<file path="config.mk">
export PLATFORM = sky130hd
export DESIGN_NAME = segtree_walker
export DESIGN_NICKNAME = d
export VERILOG_FILES = /design/src/rtl/core/segtree_pkg.sv /design/src/rtl/core/segtree_walker.sv
export SDC_FILE = /design/constraint.sdc
export NUM_CORES = 1
export LEC_CHECK = 0
export BUFFER_PORTS_ARGS = -buffer_cell sky130_fd_sc_hd__buf_2
export CAP_MARGIN = 25
export CORE_MARGIN = 2
export CORE_UTILIZATION = 50
export DETAILED_ROUTE_END_ITERATION = 16
export PLACE_DENSITY = 0.68
export SLEW_MARGIN = 10
export SYNTH_ARGS = -nofsm -noshare
export SYNTH_HDL_FRONTEND = slang
export SYNTH_SLANG_ARGS = --single-unit
</file>
<file path="constraint.sdc">
create_clock -name clk -period 13.31 [get_ports clk]
set_input_delay 1.9965 -clock clk [delete_from_list [all_inputs] [get_ports clk]]
set_output_delay 1.9965 -clock clk [all_outputs]
set_load 0.01 [all_outputs]
</file>
<file path="src/rtl/core/segtree_pkg.sv">
`timescale 1ns / 1ps
// Shared types and constants for the segment tree range-sum block.
// No dependencies; the walker, the top level and the testbench import this package.
package segtree_pkg;

    localparam int LEAF_COUNT = 1024;
    localparam int LEAF_W     = $clog2(LEAF_COUNT);
    localparam int LEN_W      = LEAF_W + 1;
    // The midpoint split can place nodes well past 2*LEAF_COUNT for lengths
    // that are not powers of two, so the store holds 4*LEAF_COUNT nodes.
    localparam int NODE_SLOTS = 4 * LEAF_COUNT;
    localparam int NODE_AW    = $clog2(NODE_SLOTS);
    localparam int DATA_W     = 32;
    localparam int MAX_DEPTH  = LEAF_W;
    localparam int IN_TDATA_W = 64;

    typedef enum logic {
        OP_UPDATE = 1'b0,
        OP_QUERY  = 1'b1
    } op_t;

    typedef enum logic [2:0] {
        ST_CLEAR,
        ST_IDLE,
        ST_UPD_DOWN,
        ST_UPD_UP,
        ST_QRY_WALK,
        ST_QRY_DRAIN,
        ST_RESULT
    } state_t;

    typedef struct packed {
        op_t                      op;
        logic [LEAF_W-1:0]        element_index;
        logic signed [DATA_W-1:0] new_value;
        logic [LEAF_W-1:0]        range_first;
        logic [LEAF_W-1:0]        range_last;
    } item_t;

    typedef struct packed {
        logic               wr_en;
        logic [NODE_AW-1:0] wr_addr;
        logic [DATA_W-1:0]  wr_data;
        logic               rd_en;
        logic [NODE_AW-1:0] rd_addr;
    } node_req_t;

endpackage

</file>
<file path="src/rtl/core/segtree_walker.sv">
`timescale 1ns / 1ps
// Sequencer that walks the node store: clearing pass, update descent and
// ascent with a sibling stack, and the two-path range query. Uses segtree_pkg.
module segtree_walker import segtree_pkg::*; (
    input  logic              clk,
    input  logic              rst_n,
    input  logic [LEN_W-1:0]  array_length,
    input  logic              in_valid,
    output logic              in_ready,
    input  item_t             in_item,
    output node_req_t         mem_req,
    input  logic [DATA_W-1:0] mem_rdata,
    output logic              res_valid,
    input  logic              res_ready,
    output logic [DATA_W-1:0] res_sum
);

    state_t state_reg, state_next;

    logic [NODE_AW-1:0] clr_addr_reg, clr_addr_next;
    logic               rd_vld_reg, rd_vld_next;
    logic               pend_vld_reg, pend_vld_next;

    logic [LEAF_W-1:0]  at_reg, at_next;
    logic [DATA_W-1:0]  val_reg, val_next;
    logic [LEAF_W-1:0]  qa_reg, qa_next;
    logic [LEAF_W-1:0]  qb_reg, qb_next;
    logic [NODE_AW-1:0] p_reg, p_next;
    logic [LEAF_W-1:0]  lo_reg, lo_next;
    logic [LEAF_W-1:0]  hi_reg, hi_next;
    logic [NODE_AW-1:0] pend_p_reg, pend_p_next;
    logic [LEAF_W-1:0]  pend_lo_reg, pend_lo_next;
    logic [LEAF_W-1:0]  pend_hi_reg, pend_hi_next;
    logic [DATA_W-1:0]  acc_reg, acc_next;
    logic [DATA_W-1:0]  sib_reg [MAX_DEPTH];
    logic [DATA_W-1:0]  sib_next [MAX_DEPTH];

    logic [LEN_W-1:0]   n_eff;
    logic [LEN_W-1:0]   last_full;
    logic [LEAF_W-1:0]  last_idx;
    logic               upd_ok;
    logic               qry_ok;
    logic [LEAF_W:0]    mid_sum;
    logic [LEAF_W-1:0]  mid;
    logic [LEAF_W-1:0]  mid_p1;
    logic [NODE_AW-1:0] left_p;
    logic [NODE_AW-1:0] right_p;
    logic [NODE_AW-1:0] p_m1;
    logic [NODE_AW-1:0] parent_p;
    logic               is_leaf;
    logic               covered;
    logic               l_ov;
    logic               r_ov;
    logic               l_cov;
    logic               r_cov;
    logic [DATA_W-1:0]  asc_sum;
    logic [DATA_W-1:0]  acc_add;
    logic               clr_last;

    // Lengths above the leaf count behave as the leaf count.
    assign n_eff     = (array_length > LEN_W'(LEAF_COUNT)) ? LEN_W'(LEAF_COUNT) : array_length;
    assign last_full = n_eff - LEN_W'(1);
    assign last_idx  = last_full[LEAF_W-1:0];
    assign upd_ok    = (n_eff != '0) && ({1'b0, in_item.element_index} < n_eff);
    assign qry_ok    = (n_eff != '0) && (in_item.range_first <= in_item.range_last)
                       && ({1'b0, in_item.range_first} < n_eff);

    assign mid_sum  = {1'b0, lo_reg} + {1'b0, hi_reg};
    assign mid      = mid_sum[LEAF_W:1];
    assign mid_p1   = mid + LEAF_W'(1);
    assign left_p   = {p_reg[NODE_AW-2:0], 1'b1};
    assign right_p  = left_p + NODE_AW'(1);
    assign p_m1     = p_reg - NODE_AW'(1);
    assign parent_p = {1'b0, p_m1[NODE_AW-1:1]};
    assign is_leaf  = (lo_reg == hi_reg);

    assign covered = (qa_reg <= lo_reg) && (qb_reg >= hi_reg);
    assign l_ov    = (qa_reg <= mid);
    assign r_ov    = (qb_reg > mid);
    assign l_cov   = (qa_reg <= lo_reg) && (qb_reg >= mid);
    assign r_cov   = (qa_reg <= mid_p1) && (qb_reg >= hi_reg);

    assign asc_sum  = val_reg + sib_reg[0];
    assign acc_add  = acc_reg + mem_rdata;
    assign clr_last = (clr_addr_reg == NODE_AW'(NODE_SLOTS - 1));

    always_comb
    begin
        state_next = state_reg;
        unique case (state_reg)
            ST_CLEAR:
            begin
                if (clr_last)
                begin
                    state_next = ST_IDLE;
                end
            end
            ST_IDLE:
            begin
                if (in_valid)
                begin
                    if (in_item.op == OP_QUERY)
                    begin
                        state_next = qry_ok ? ST_QRY_WALK : ST_RESULT;
                    end
                    else if (upd_ok)
                    begin
                        state_next = ST_UPD_DOWN;
                    end
                end
            end
            ST_UPD_DOWN:
            begin
                if (is_leaf)
                begin
                    state_next = (p_reg == '0) ? ST_IDLE : ST_UPD_UP;
                end
            end
            ST_UPD_UP:
            begin
                if (parent_p == '0)
                begin
                    state_next = ST_IDLE;
                end
            end
            ST_QRY_WALK:
            begin
                if (covered && !pend_vld_reg)
                begin
                    state_next = ST_QRY_DRAIN;
                end
            end
            ST_QRY_DRAIN:
            begin
                state_next = ST_RESULT;
            end
            ST_RESULT:
            begin
                if (res_ready)
                begin
                    state_next = ST_IDLE;
                end
            end
            default:
            begin
                state_next = ST_IDLE;
            end
        endcase
    end

    always_comb
    begin
        clr_addr_next = clr_addr_reg;
        rd_vld_next   = 1'b0;
        pend_vld_next = pend_vld_reg;
        at_next       = at_reg;
        val_next      = val_reg;
        qa_next       = qa_reg;
        qb_next       = qb_reg;
        p_next        = p_reg;
        lo_next       = lo_reg;
        hi_next       = hi_reg;
        pend_p_next   = pend_p_reg;
        pend_lo_next  = pend_lo_reg;
        pend_hi_next  = pend_hi_reg;
        acc_next      = acc_reg;
        for (int i = 0; i < MAX_DEPTH; i++)
        begin
            sib_next[i] = sib_reg[i];
        end
        mem_req   = '0;
        in_ready  = (state_reg == ST_IDLE);
        res_valid = (state_reg == ST_RESULT);
        res_sum   = acc_reg;

        unique case (state_reg)
            ST_CLEAR:
            begin
                mem_req.wr_en   = 1'b1;
                mem_req.wr_addr = clr_addr_reg;
                mem_req.wr_data = '0;
                clr_addr_next   = clr_addr_reg + NODE_AW'(1);
            end
            ST_IDLE:
            begin
                if (in_valid)
                begin
                    at_next       = in_item.element_index;
                    val_next      = in_item.new_value;
                    qa_next       = in_item.range_first;
                    qb_next       = (in_item.range_last > last_idx) ? last_idx
                                                                    : in_item.range_last;
                    p_next        = '0;
                    lo_next       = '0;
                    hi_next       = last_idx;
                    pend_vld_next = 1'b0;
                    acc_next      = '0;
                end
            end
            ST_UPD_DOWN:
            begin
                // Siblings read on the way down are stacked, deepest on top.
                if (rd_vld_reg)
                begin
                    sib_next[0] = mem_rdata;
                    for (int i = 1; i < MAX_DEPTH; i++)
                    begin
                        sib_next[i] = sib_reg[i-1];
                    end
                end
                if (is_leaf)
                begin
                    mem_req.wr_en   = 1'b1;
                    mem_req.wr_addr = p_reg;
                    mem_req.wr_data = val_reg;
                end
                else
                begin
                    mem_req.rd_en = 1'b1;
                    rd_vld_next   = 1'b1;
                    if (at_reg <= mid)
                    begin
                        mem_req.rd_addr = right_p;
                        p_next          = left_p;
                        hi_next         = mid;
                    end
                    else
                    begin
                        mem_req.rd_addr = left_p;
                        p_next          = right_p;
                        lo_next         = mid_p1;
                    end
                end
            end
            ST_UPD_UP:
            begin
                mem_req.wr_en   = 1'b1;
                mem_req.wr_addr = parent_p;
                mem_req.wr_data = asc_sum;
                val_next        = asc_sum;
                p_next          = parent_p;
                for (int i = 0; i < MAX_DEPTH - 1; i++)
                begin
                    sib_next[i] = sib_reg[i+1];
                end
            end
            ST_QRY_WALK:
            begin
                if (rd_vld_reg)
                begin
                    acc_next = acc_add;
                end
                if (covered)
                begin
                    // Path ends here; continue with the saved right branch if any.
                    mem_req.rd_en   = 1'b1;
                    mem_req.rd_addr = p_reg;
                    rd_vld_next     = 1'b1;
                    if (pend_vld_reg)
                    begin
                        p_next        = pend_p_reg;
                        lo_next       = pend_lo_reg;
                        hi_next       = pend_hi_reg;
                        pend_vld_next = 1'b0;
                    end
                end
                else if (l_ov && r_ov)
                begin
                    if (r_cov)
                    begin
                        mem_req.rd_en   = 1'b1;
                        mem_req.rd_addr = right_p;
                        rd_vld_next     = 1'b1;
                        p_next          = left_p;
                        hi_next         = mid;
                    end
                    else if (l_cov)
                    begin
                        mem_req.rd_en   = 1'b1;
                        mem_req.rd_addr = left_p;
                        rd_vld_next     = 1'b1;
                        p_next          = right_p;
                        lo_next         = mid_p1;
                    end
                    else
                    begin
                        // Split node: both children are partial, so the right one waits.
                        pend_vld_next = 1'b1;
                        pend_p_next   = right_p;
                        pend_lo_next  = mid_p1;
                        pend_hi_next  = hi_reg;
                        p_next        = left_p;
                        hi_next       = mid;
                    end
                end
                else if (l_ov)
                begin
                    p_next  = left_p;
                    hi_next = mid;
                end
                else
                begin
                    p_next  = right_p;
                    lo_next = mid_p1;
                end
            end
            ST_QRY_DRAIN:
            begin
                if (rd_vld_reg)
                begin
                    acc_next = acc_add;
                end
            end
            ST_RESULT:
            begin
            end
            default:
            begin
            end
        endcase
    end

    always_ff @(posedge clk or negedge rst_n)
    begin
        if (!rst_n)
        begin
            state_reg    <= ST_CLEAR;
            clr_addr_reg <= '0;
            rd_vld_reg   <= 1'b0;
            pend_vld_reg <= 1'b0;
        end
        else
        begin
            state_reg    <= state_next;
            clr_addr_reg <= clr_addr_next;
            rd_vld_reg   <= rd_vld_next;
            pend_vld_reg <= pend_vld_next;
        end
    end

    always_ff @(posedge clk)
    begin
        at_reg      <= at_next;
        val_reg     <= val_next;
        qa_reg      <= qa_next;
        qb_reg      <= qb_next;
        p_reg       <= p_next;
        lo_reg      <= lo_next;
        hi_reg      <= hi_next;
        pend_p_reg  <= pend_p_next;
        pend_lo_reg <= pend_lo_next;
        pend_hi_reg <= pend_hi_next;
        acc_reg     <= acc_next;
        for (int i = 0; i < MAX_DEPTH; i++)
        begin
            sib_reg[i] <= sib_next[i];
        end
    end

    // The node store never sees a read and a write in the same cycle.
    assert property (@(posedge clk) disable iff (!rst_n)
        !(mem_req.wr_en && mem_req.rd_en))
        else $error("node store read and write collide");

    // The ascent never starts from the root.
    assert property (@(posedge clk) disable iff (!rst_n)
        (state_reg == ST_UPD_UP) |-> (p_reg != '0))
        else $error("ascent entered at the root");

    // A read result is only ever expected while walking or draining.
    assert property (@(posedge clk) disable iff (!rst_n)
        rd_vld_reg |-> (state_reg == ST_UPD_DOWN || state_reg == ST_QRY_WALK
                        || state_reg == ST_QRY_DRAIN))
        else $error("node read returned outside a walk");

    // Every node visited on a walk spans a non-empty interval.
    assert property (@(posedge clk) disable iff (!rst_n)
        (state_reg == ST_UPD_DOWN || state_reg == ST_QRY_WALK) |-> (lo_reg <= hi_reg))
        else $error("walk reached an empty node span");

    // A split is saved at most once per query.
    assert property (@(posedge clk) disable iff (!rst_n)
        (state_reg == ST_QRY_WALK && pend_vld_reg) |=> !$rose(pend_vld_reg))
        else $error("second pending branch in one query");

endmodule

</file>
==> load_flow_metrics.sql <==
INSERT INTO impl_metrics (metric_group, metric, value, unit) VALUES
('timing', 'clock_skew', '0.0417', 'ns'),
('floorplan', 'initial_utilization', '50.7', '%'),
('routing', 'initialDrtViolationCount', '2422', ''),
('power_and_ir_drop', 'part_of_the_power_in_the_clock_network', '17.8', '%'),
('critical_path', 'crit_path_cell_trace', 'ha_1 -> inv_1 -> fa_1 -> nor2b_1 -> o21a_1 -> o21ai_0 -> a21oi_1 -> xnor2_1 -> ha_1 -> a21oi_1 -> o21ai_0 -> nor4b_1 -> nor2_1 -> or4_1 -> nor2_2 -> a21oi_1 -> o221ai_1 -> buf_2', ''),
('logic_synthesis', 'yosys.cell_count.top_type', 'sky130_fd_sc_hd__nand2_1', ''),
('cts', 'postCtsResizedCells', '0', ''),
('cts', 'clk_path_buf_depth', '3', ''),
('power_and_ir_drop', 'pwrdens', '268', 'nW/um2'),
('routing', 'wl', '81.4', 'mm'),
('critical_path', 'worst_path_dominant_cell_family', 'simple AND/OR/NAND/NOR gates', ''),
('logic_synthesis', 'fraction_of_synthesis_flops_using_an_asynchronous_set_or_reset_pin', '3.44', '%'),
('grt', 'grt_pass1_vias', '21900', ''),
('critical_path', 'timing.critical_path.mode_cell', 'sky130_fd_sc_hd__a21oi_1', ''),
('logic_synthesis', 'netlist_top_cells_count', 'sky130_fd_sc_hd__nand2_1, sky130_fd_sc_hd__edfxtp_1, sky130_fd_sc_hd__nand3_1, sky130_fd_sc_hd__ha_1, sky130_fd_sc_hd__clkbuf_1', ''),
('grt', 'globalRouteMet2Util', '39.4', '%'),
('logic_synthesis', 'syn_inst', '2982', ''),
('timing', 'grt_setup_unrepaired', 'no', ''),
('timing', 'report.final.slew_viol_count', '0', ''),
('finish', 'final_layout_size_suffix_gt1_share', '11.0', '%'),
('logic_synthesis', 'fraction_of_the_mapped_netlist_area_in_compound_gates', '11.1', '%'),
('logic_synthesis', 'syn_avg_cell_area', '9.61', 'um2'),
('power_and_ir_drop', 'vdd_ir_drop_max', '0.000141', 'V'),
('logic_synthesis', 'ys_top_cells_by_area', 'sky130_fd_sc_hd__edfxtp_1, sky130_fd_sc_hd__nand2_1, sky130_fd_sc_hd__ha_1', ''),
('critical_path', 'crit_path_max_fanout', '13', ''),
('logic_synthesis', 'synth-edff-count', '477', ''),
('routing', 'post_drt_via_cell_ratio', '5.92', ''),
('timing', 'max_clock_freq', '0.123', 'GHz'),
('logic_synthesis', 'yosys.area_share.adder', '7.93', '%'),
('floorplan', 'die_h', '243', 'um'),
('grt', 'busiest_layer', 'met1', ''),
('grt', 'global_route.overflow_total', '0', ''),
('logic_synthesis', 'synthDistinctLibCells', '83', ''),
('grt', 'global_route_wire_length_before_repair', '126', 'mm'),
('logic_synthesis', 'synthXorXnorAreaFrac', '2.90', '%'),
('finish', 'finish.net_count', '3402', ''),
('logic_synthesis', 'synth_mux_area_share', '0.698', '%'),
('grt', 'grt_util_all_layers', '27.0', '%'),
('floorplan', 'design.core.area', '56500', 'um2'),
('logic_synthesis', 'yosys.area_share.simple', '22.6', '%'),
('routing', 'detail_route.first_pass.iterations', '6', ''),
('logic_synthesis', 'postSynth.topFlopCell', 'sky130_fd_sc_hd__edfxtp_1', ''),
('place', 'port_buffers', '201', ''),
('logic_synthesis', 'yosys.area.top_type', 'sky130_fd_sc_hd__edfxtp_1', ''),
('critical_path', 'cp_data_arrival_time', '6.13', 'ns'),
('cts', 'clkSinkCount', '494', ''),
('power_and_ir_drop', 'p_int', '4810', 'uW'),
('grt', 'grt_max_degree', '173', ''),
('logic_synthesis', 'yosys.area.top_type_share', '50.0', '%'),
('critical_path', 'cp-end-kind', 'output pin', ''),
('critical_path', 'worst_path_largest_cell_delay', '0.66', 'ns'),
('place', 'routability_congestion', '0.927', ''),
('place', 'hpwl', '58.2', 'mm'),
('cts', 'post-cts-setup-buffers', '0', ''),
('cts', 'clk_latency', '0.63', 'ns'),
('cts', 'ctsHtreeMaxLevel', '2', ''),
('critical_path', 'critical_path.n_buffers_inverters', '2', ''),
('floorplan', 'io-pin-count', '202', ''),
('power_and_ir_drop', 'leakagePower', '0.0138', 'uW'),
('cts', 'tritoncts', 'yes', ''),
('critical_path', 'start_kind', 'flop', ''),
('logic_synthesis', 'synthesis.yosys.warnings', '0', ''),
('finish', 'final_core_utilization', '57.0', '%'),
('timing', 'slew_headroom', '27.5', '%'),
('logic_synthesis', 'combinational_family_with_the_most_area_after_synthesis', 'simple AND/OR/NAND/NOR gates', ''),
('timing', 'max_slew.worst_pin.slew', '1.09', 'ns'),
('grt', 'gr-usage-met1', '41.8', '%'),
('routing', 'route.vias.total', '23200', ''),
('logic_synthesis', 'synth-seq-cells', '494', ''),
('critical_path', 'timing.critical_path.slowest_stage_cell', 'sky130_fd_sc_hd__xnor2_1', ''),
('outcome', 'run_status', 'complete, no violations', '');
-- worst paths after layout --
| kind | start | end | slack (ns) | cells past startpoint |
|---|---|---|---|---|
| worst max-delay path | lo_reg[0]$_SDFFCE_PP0P_ | mem_req[3] | 5.18 | 18 |
| worst min-delay path | sib_reg[8][14]$_DFFE_PP_ | sib_reg[9][14]$_DFFE_PP_ | 0.45 | 0 |
| worst max register to register | lo_reg[0]$_SDFFCE_PP0P_ | hi_reg[8]$_DFFE_PP_ | 7.15 | 16 |
| worst min register to register | sib_reg[8][14]$_DFFE_PP_ | sib_reg[9][14]$_DFFE_PP_ | 0.45 | 0 |
| max in group asynchronous | rst_n | rd_vld_reg$_DFF_PN0_ | 11.73 | 1 |
| min in group asynchronous | rst_n | clr_addr_reg[9]$_DFFE_PN0N_ | 1.27 | 1 |
-- worst register-to-register path, cell delays in order (launching register included) --
cell                        delay (ns)
sky130_fd_sc_hd__edfxtp_1         0.43
sky130_fd_sc_hd__ha_1             0.24
sky130_fd_sc_hd__inv_1            0.07
sky130_fd_sc_hd__fa_1             0.20
sky130_fd_sc_hd__nor2b_1          0.06
sky130_fd_sc_hd__o21a_1           0.17
sky130_fd_sc_hd__o21ai_0          0.43
sky130_fd_sc_hd__a21oi_1          0.19
sky130_fd_sc_hd__xnor2_1          0.66
sky130_fd_sc_hd__ha_1             0.38
sky130_fd_sc_hd__and4_1           0.22
sky130_fd_sc_hd__nand4_1          0.08
sky130_fd_sc_hd__o21ai_0          0.13
sky130_fd_sc_hd__nor2_1           0.81
sky130_fd_sc_hd__a211oi_2         0.22
sky130_fd_sc_hd__and3_1           0.43
sky130_fd_sc_hd__a2111oi_4        1.02
-- layout by cell type (no fill, tap or decap), types with 10 or more instances in the layout --
| master | instances |
|---|---|
| sky130_fd_sc_hd__buf_2 | 201 |
| sky130_fd_sc_hd__a21oi_1 | 118 |
| sky130_fd_sc_hd__nor2b_1 | 18 |
| sky130_fd_sc_hd__and2_1 | 13 |
| sky130_fd_sc_hd__clkbuf_16 | 55 |
| sky130_fd_sc_hd__o21a_1 | 22 |
| sky130_fd_sc_hd__a211oi_1 | 26 |
| sky130_fd_sc_hd__nor2_1 | 107 |
| sky130_fd_sc_hd__a221o_1 | 16 |
| sky130_fd_sc_hd__a22oi_1 | 12 |
| sky130_fd_sc_hd__dfrtp_1 | 16 |
| sky130_fd_sc_hd__a21o_1 | 53 |
| sky130_fd_sc_hd__xor2_1 | 34 |
| sky130_fd_sc_hd__mux2i_1 | 14 |
| sky130_fd_sc_hd__xnor2_1 | 61 |
| sky130_fd_sc_hd__ha_1 | 177 |
| sky130_fd_sc_hd__nand4_1 | 25 |
| sky130_fd_sc_hd__nand3_1 | 333 |
| sky130_fd_sc_hd__o21ai_0 | 102 |
| sky130_fd_sc_hd__nand2_1 | 812 |
| sky130_fd_sc_hd__inv_1 | 91 |
| sky130_fd_sc_hd__edfxtp_1 | 477 |
| sky130_fd_sc_hd__buf_4 | 25 |
| sky130_fd_sc_hd__o21bai_1 | 10 |
| sky130_fd_sc_hd__and3_1 | 25 |
| sky130_fd_sc_hd__clkinv_1 | 12 |
| sky130_fd_sc_hd__nand2b_1 | 26 |
| sky130_fd_sc_hd__nor3_1 | 43 |
| sky130_fd_sc_hd__o211ai_1 | 14 |
-- power groups by stage --
stage	Clock, uW	Sequential, uW	Combinational (uW)
finish	1540	2900	4190
global route	1630	2950	4630
CTS	1570	2890	4130
detailed placement	0	2910	4120
global placement	0	2890	4020
floorplan	0	2760	2960
-- layout make-up --
| cell class | count | area [um2] |
|---|---|---|
| inverter | 91 | 342 |
| antenna | 1 | 2.50 |
| tap | 756 | 946 |
| multi-input combinational | 2239 | 13000 |
| clock buffer | 64 | 1410 |
| fill | 4932 | 24300 |
| sequential | 494 | 14800 |
| clock inverter | 37 | 399 |
| timing repair buffer | 231 | 1300 |
-- cells by family after synthesis --
| group | count (synthesis) |
|---|---|
| and+or+nand+nor | 1466 |
| AOI/OAI and AO/OA | 479 |
| xor gates and xnor gates | 95 |
| muxes | 19 |
| DFF | 494 |
| buffers and inverters | 249 |
| adders and majority gates | 180 |
-- layer usage --
layer / wire [um] / vias to the layer above
met5: 0 / -
met4: 1920 / 0
met3: 5500 / 114
met2: 35000 / 873
met1: 39000 / 11200
li1: - / 11000
-- stage by stage --
| stage | instance area, um2 | power [uW] | hold WS (ns) | worst slack (ns) | instances |
|---|---|---|---|---|---|
| floorplan | 28700 | 5720 | 0.426 | 7.12 | 2982 |
| global placement | 30300 | 6900 | 0.435 | 5.95 | 3806 |
| detailed placement | 30300 | 7030 | 0.438 | 6.00 | 3809 |
| CTS | 32100 | 8590 | 0.451 | 5.29 | 3910 |
| global route | 32200 | 9200 | 0.467 | 4.80 | 3912 |
| finish | 32200 | 8630 | 0.447 | 5.18 | 3913 |
No activity file was read; power rests on OpenSTA's default activity.
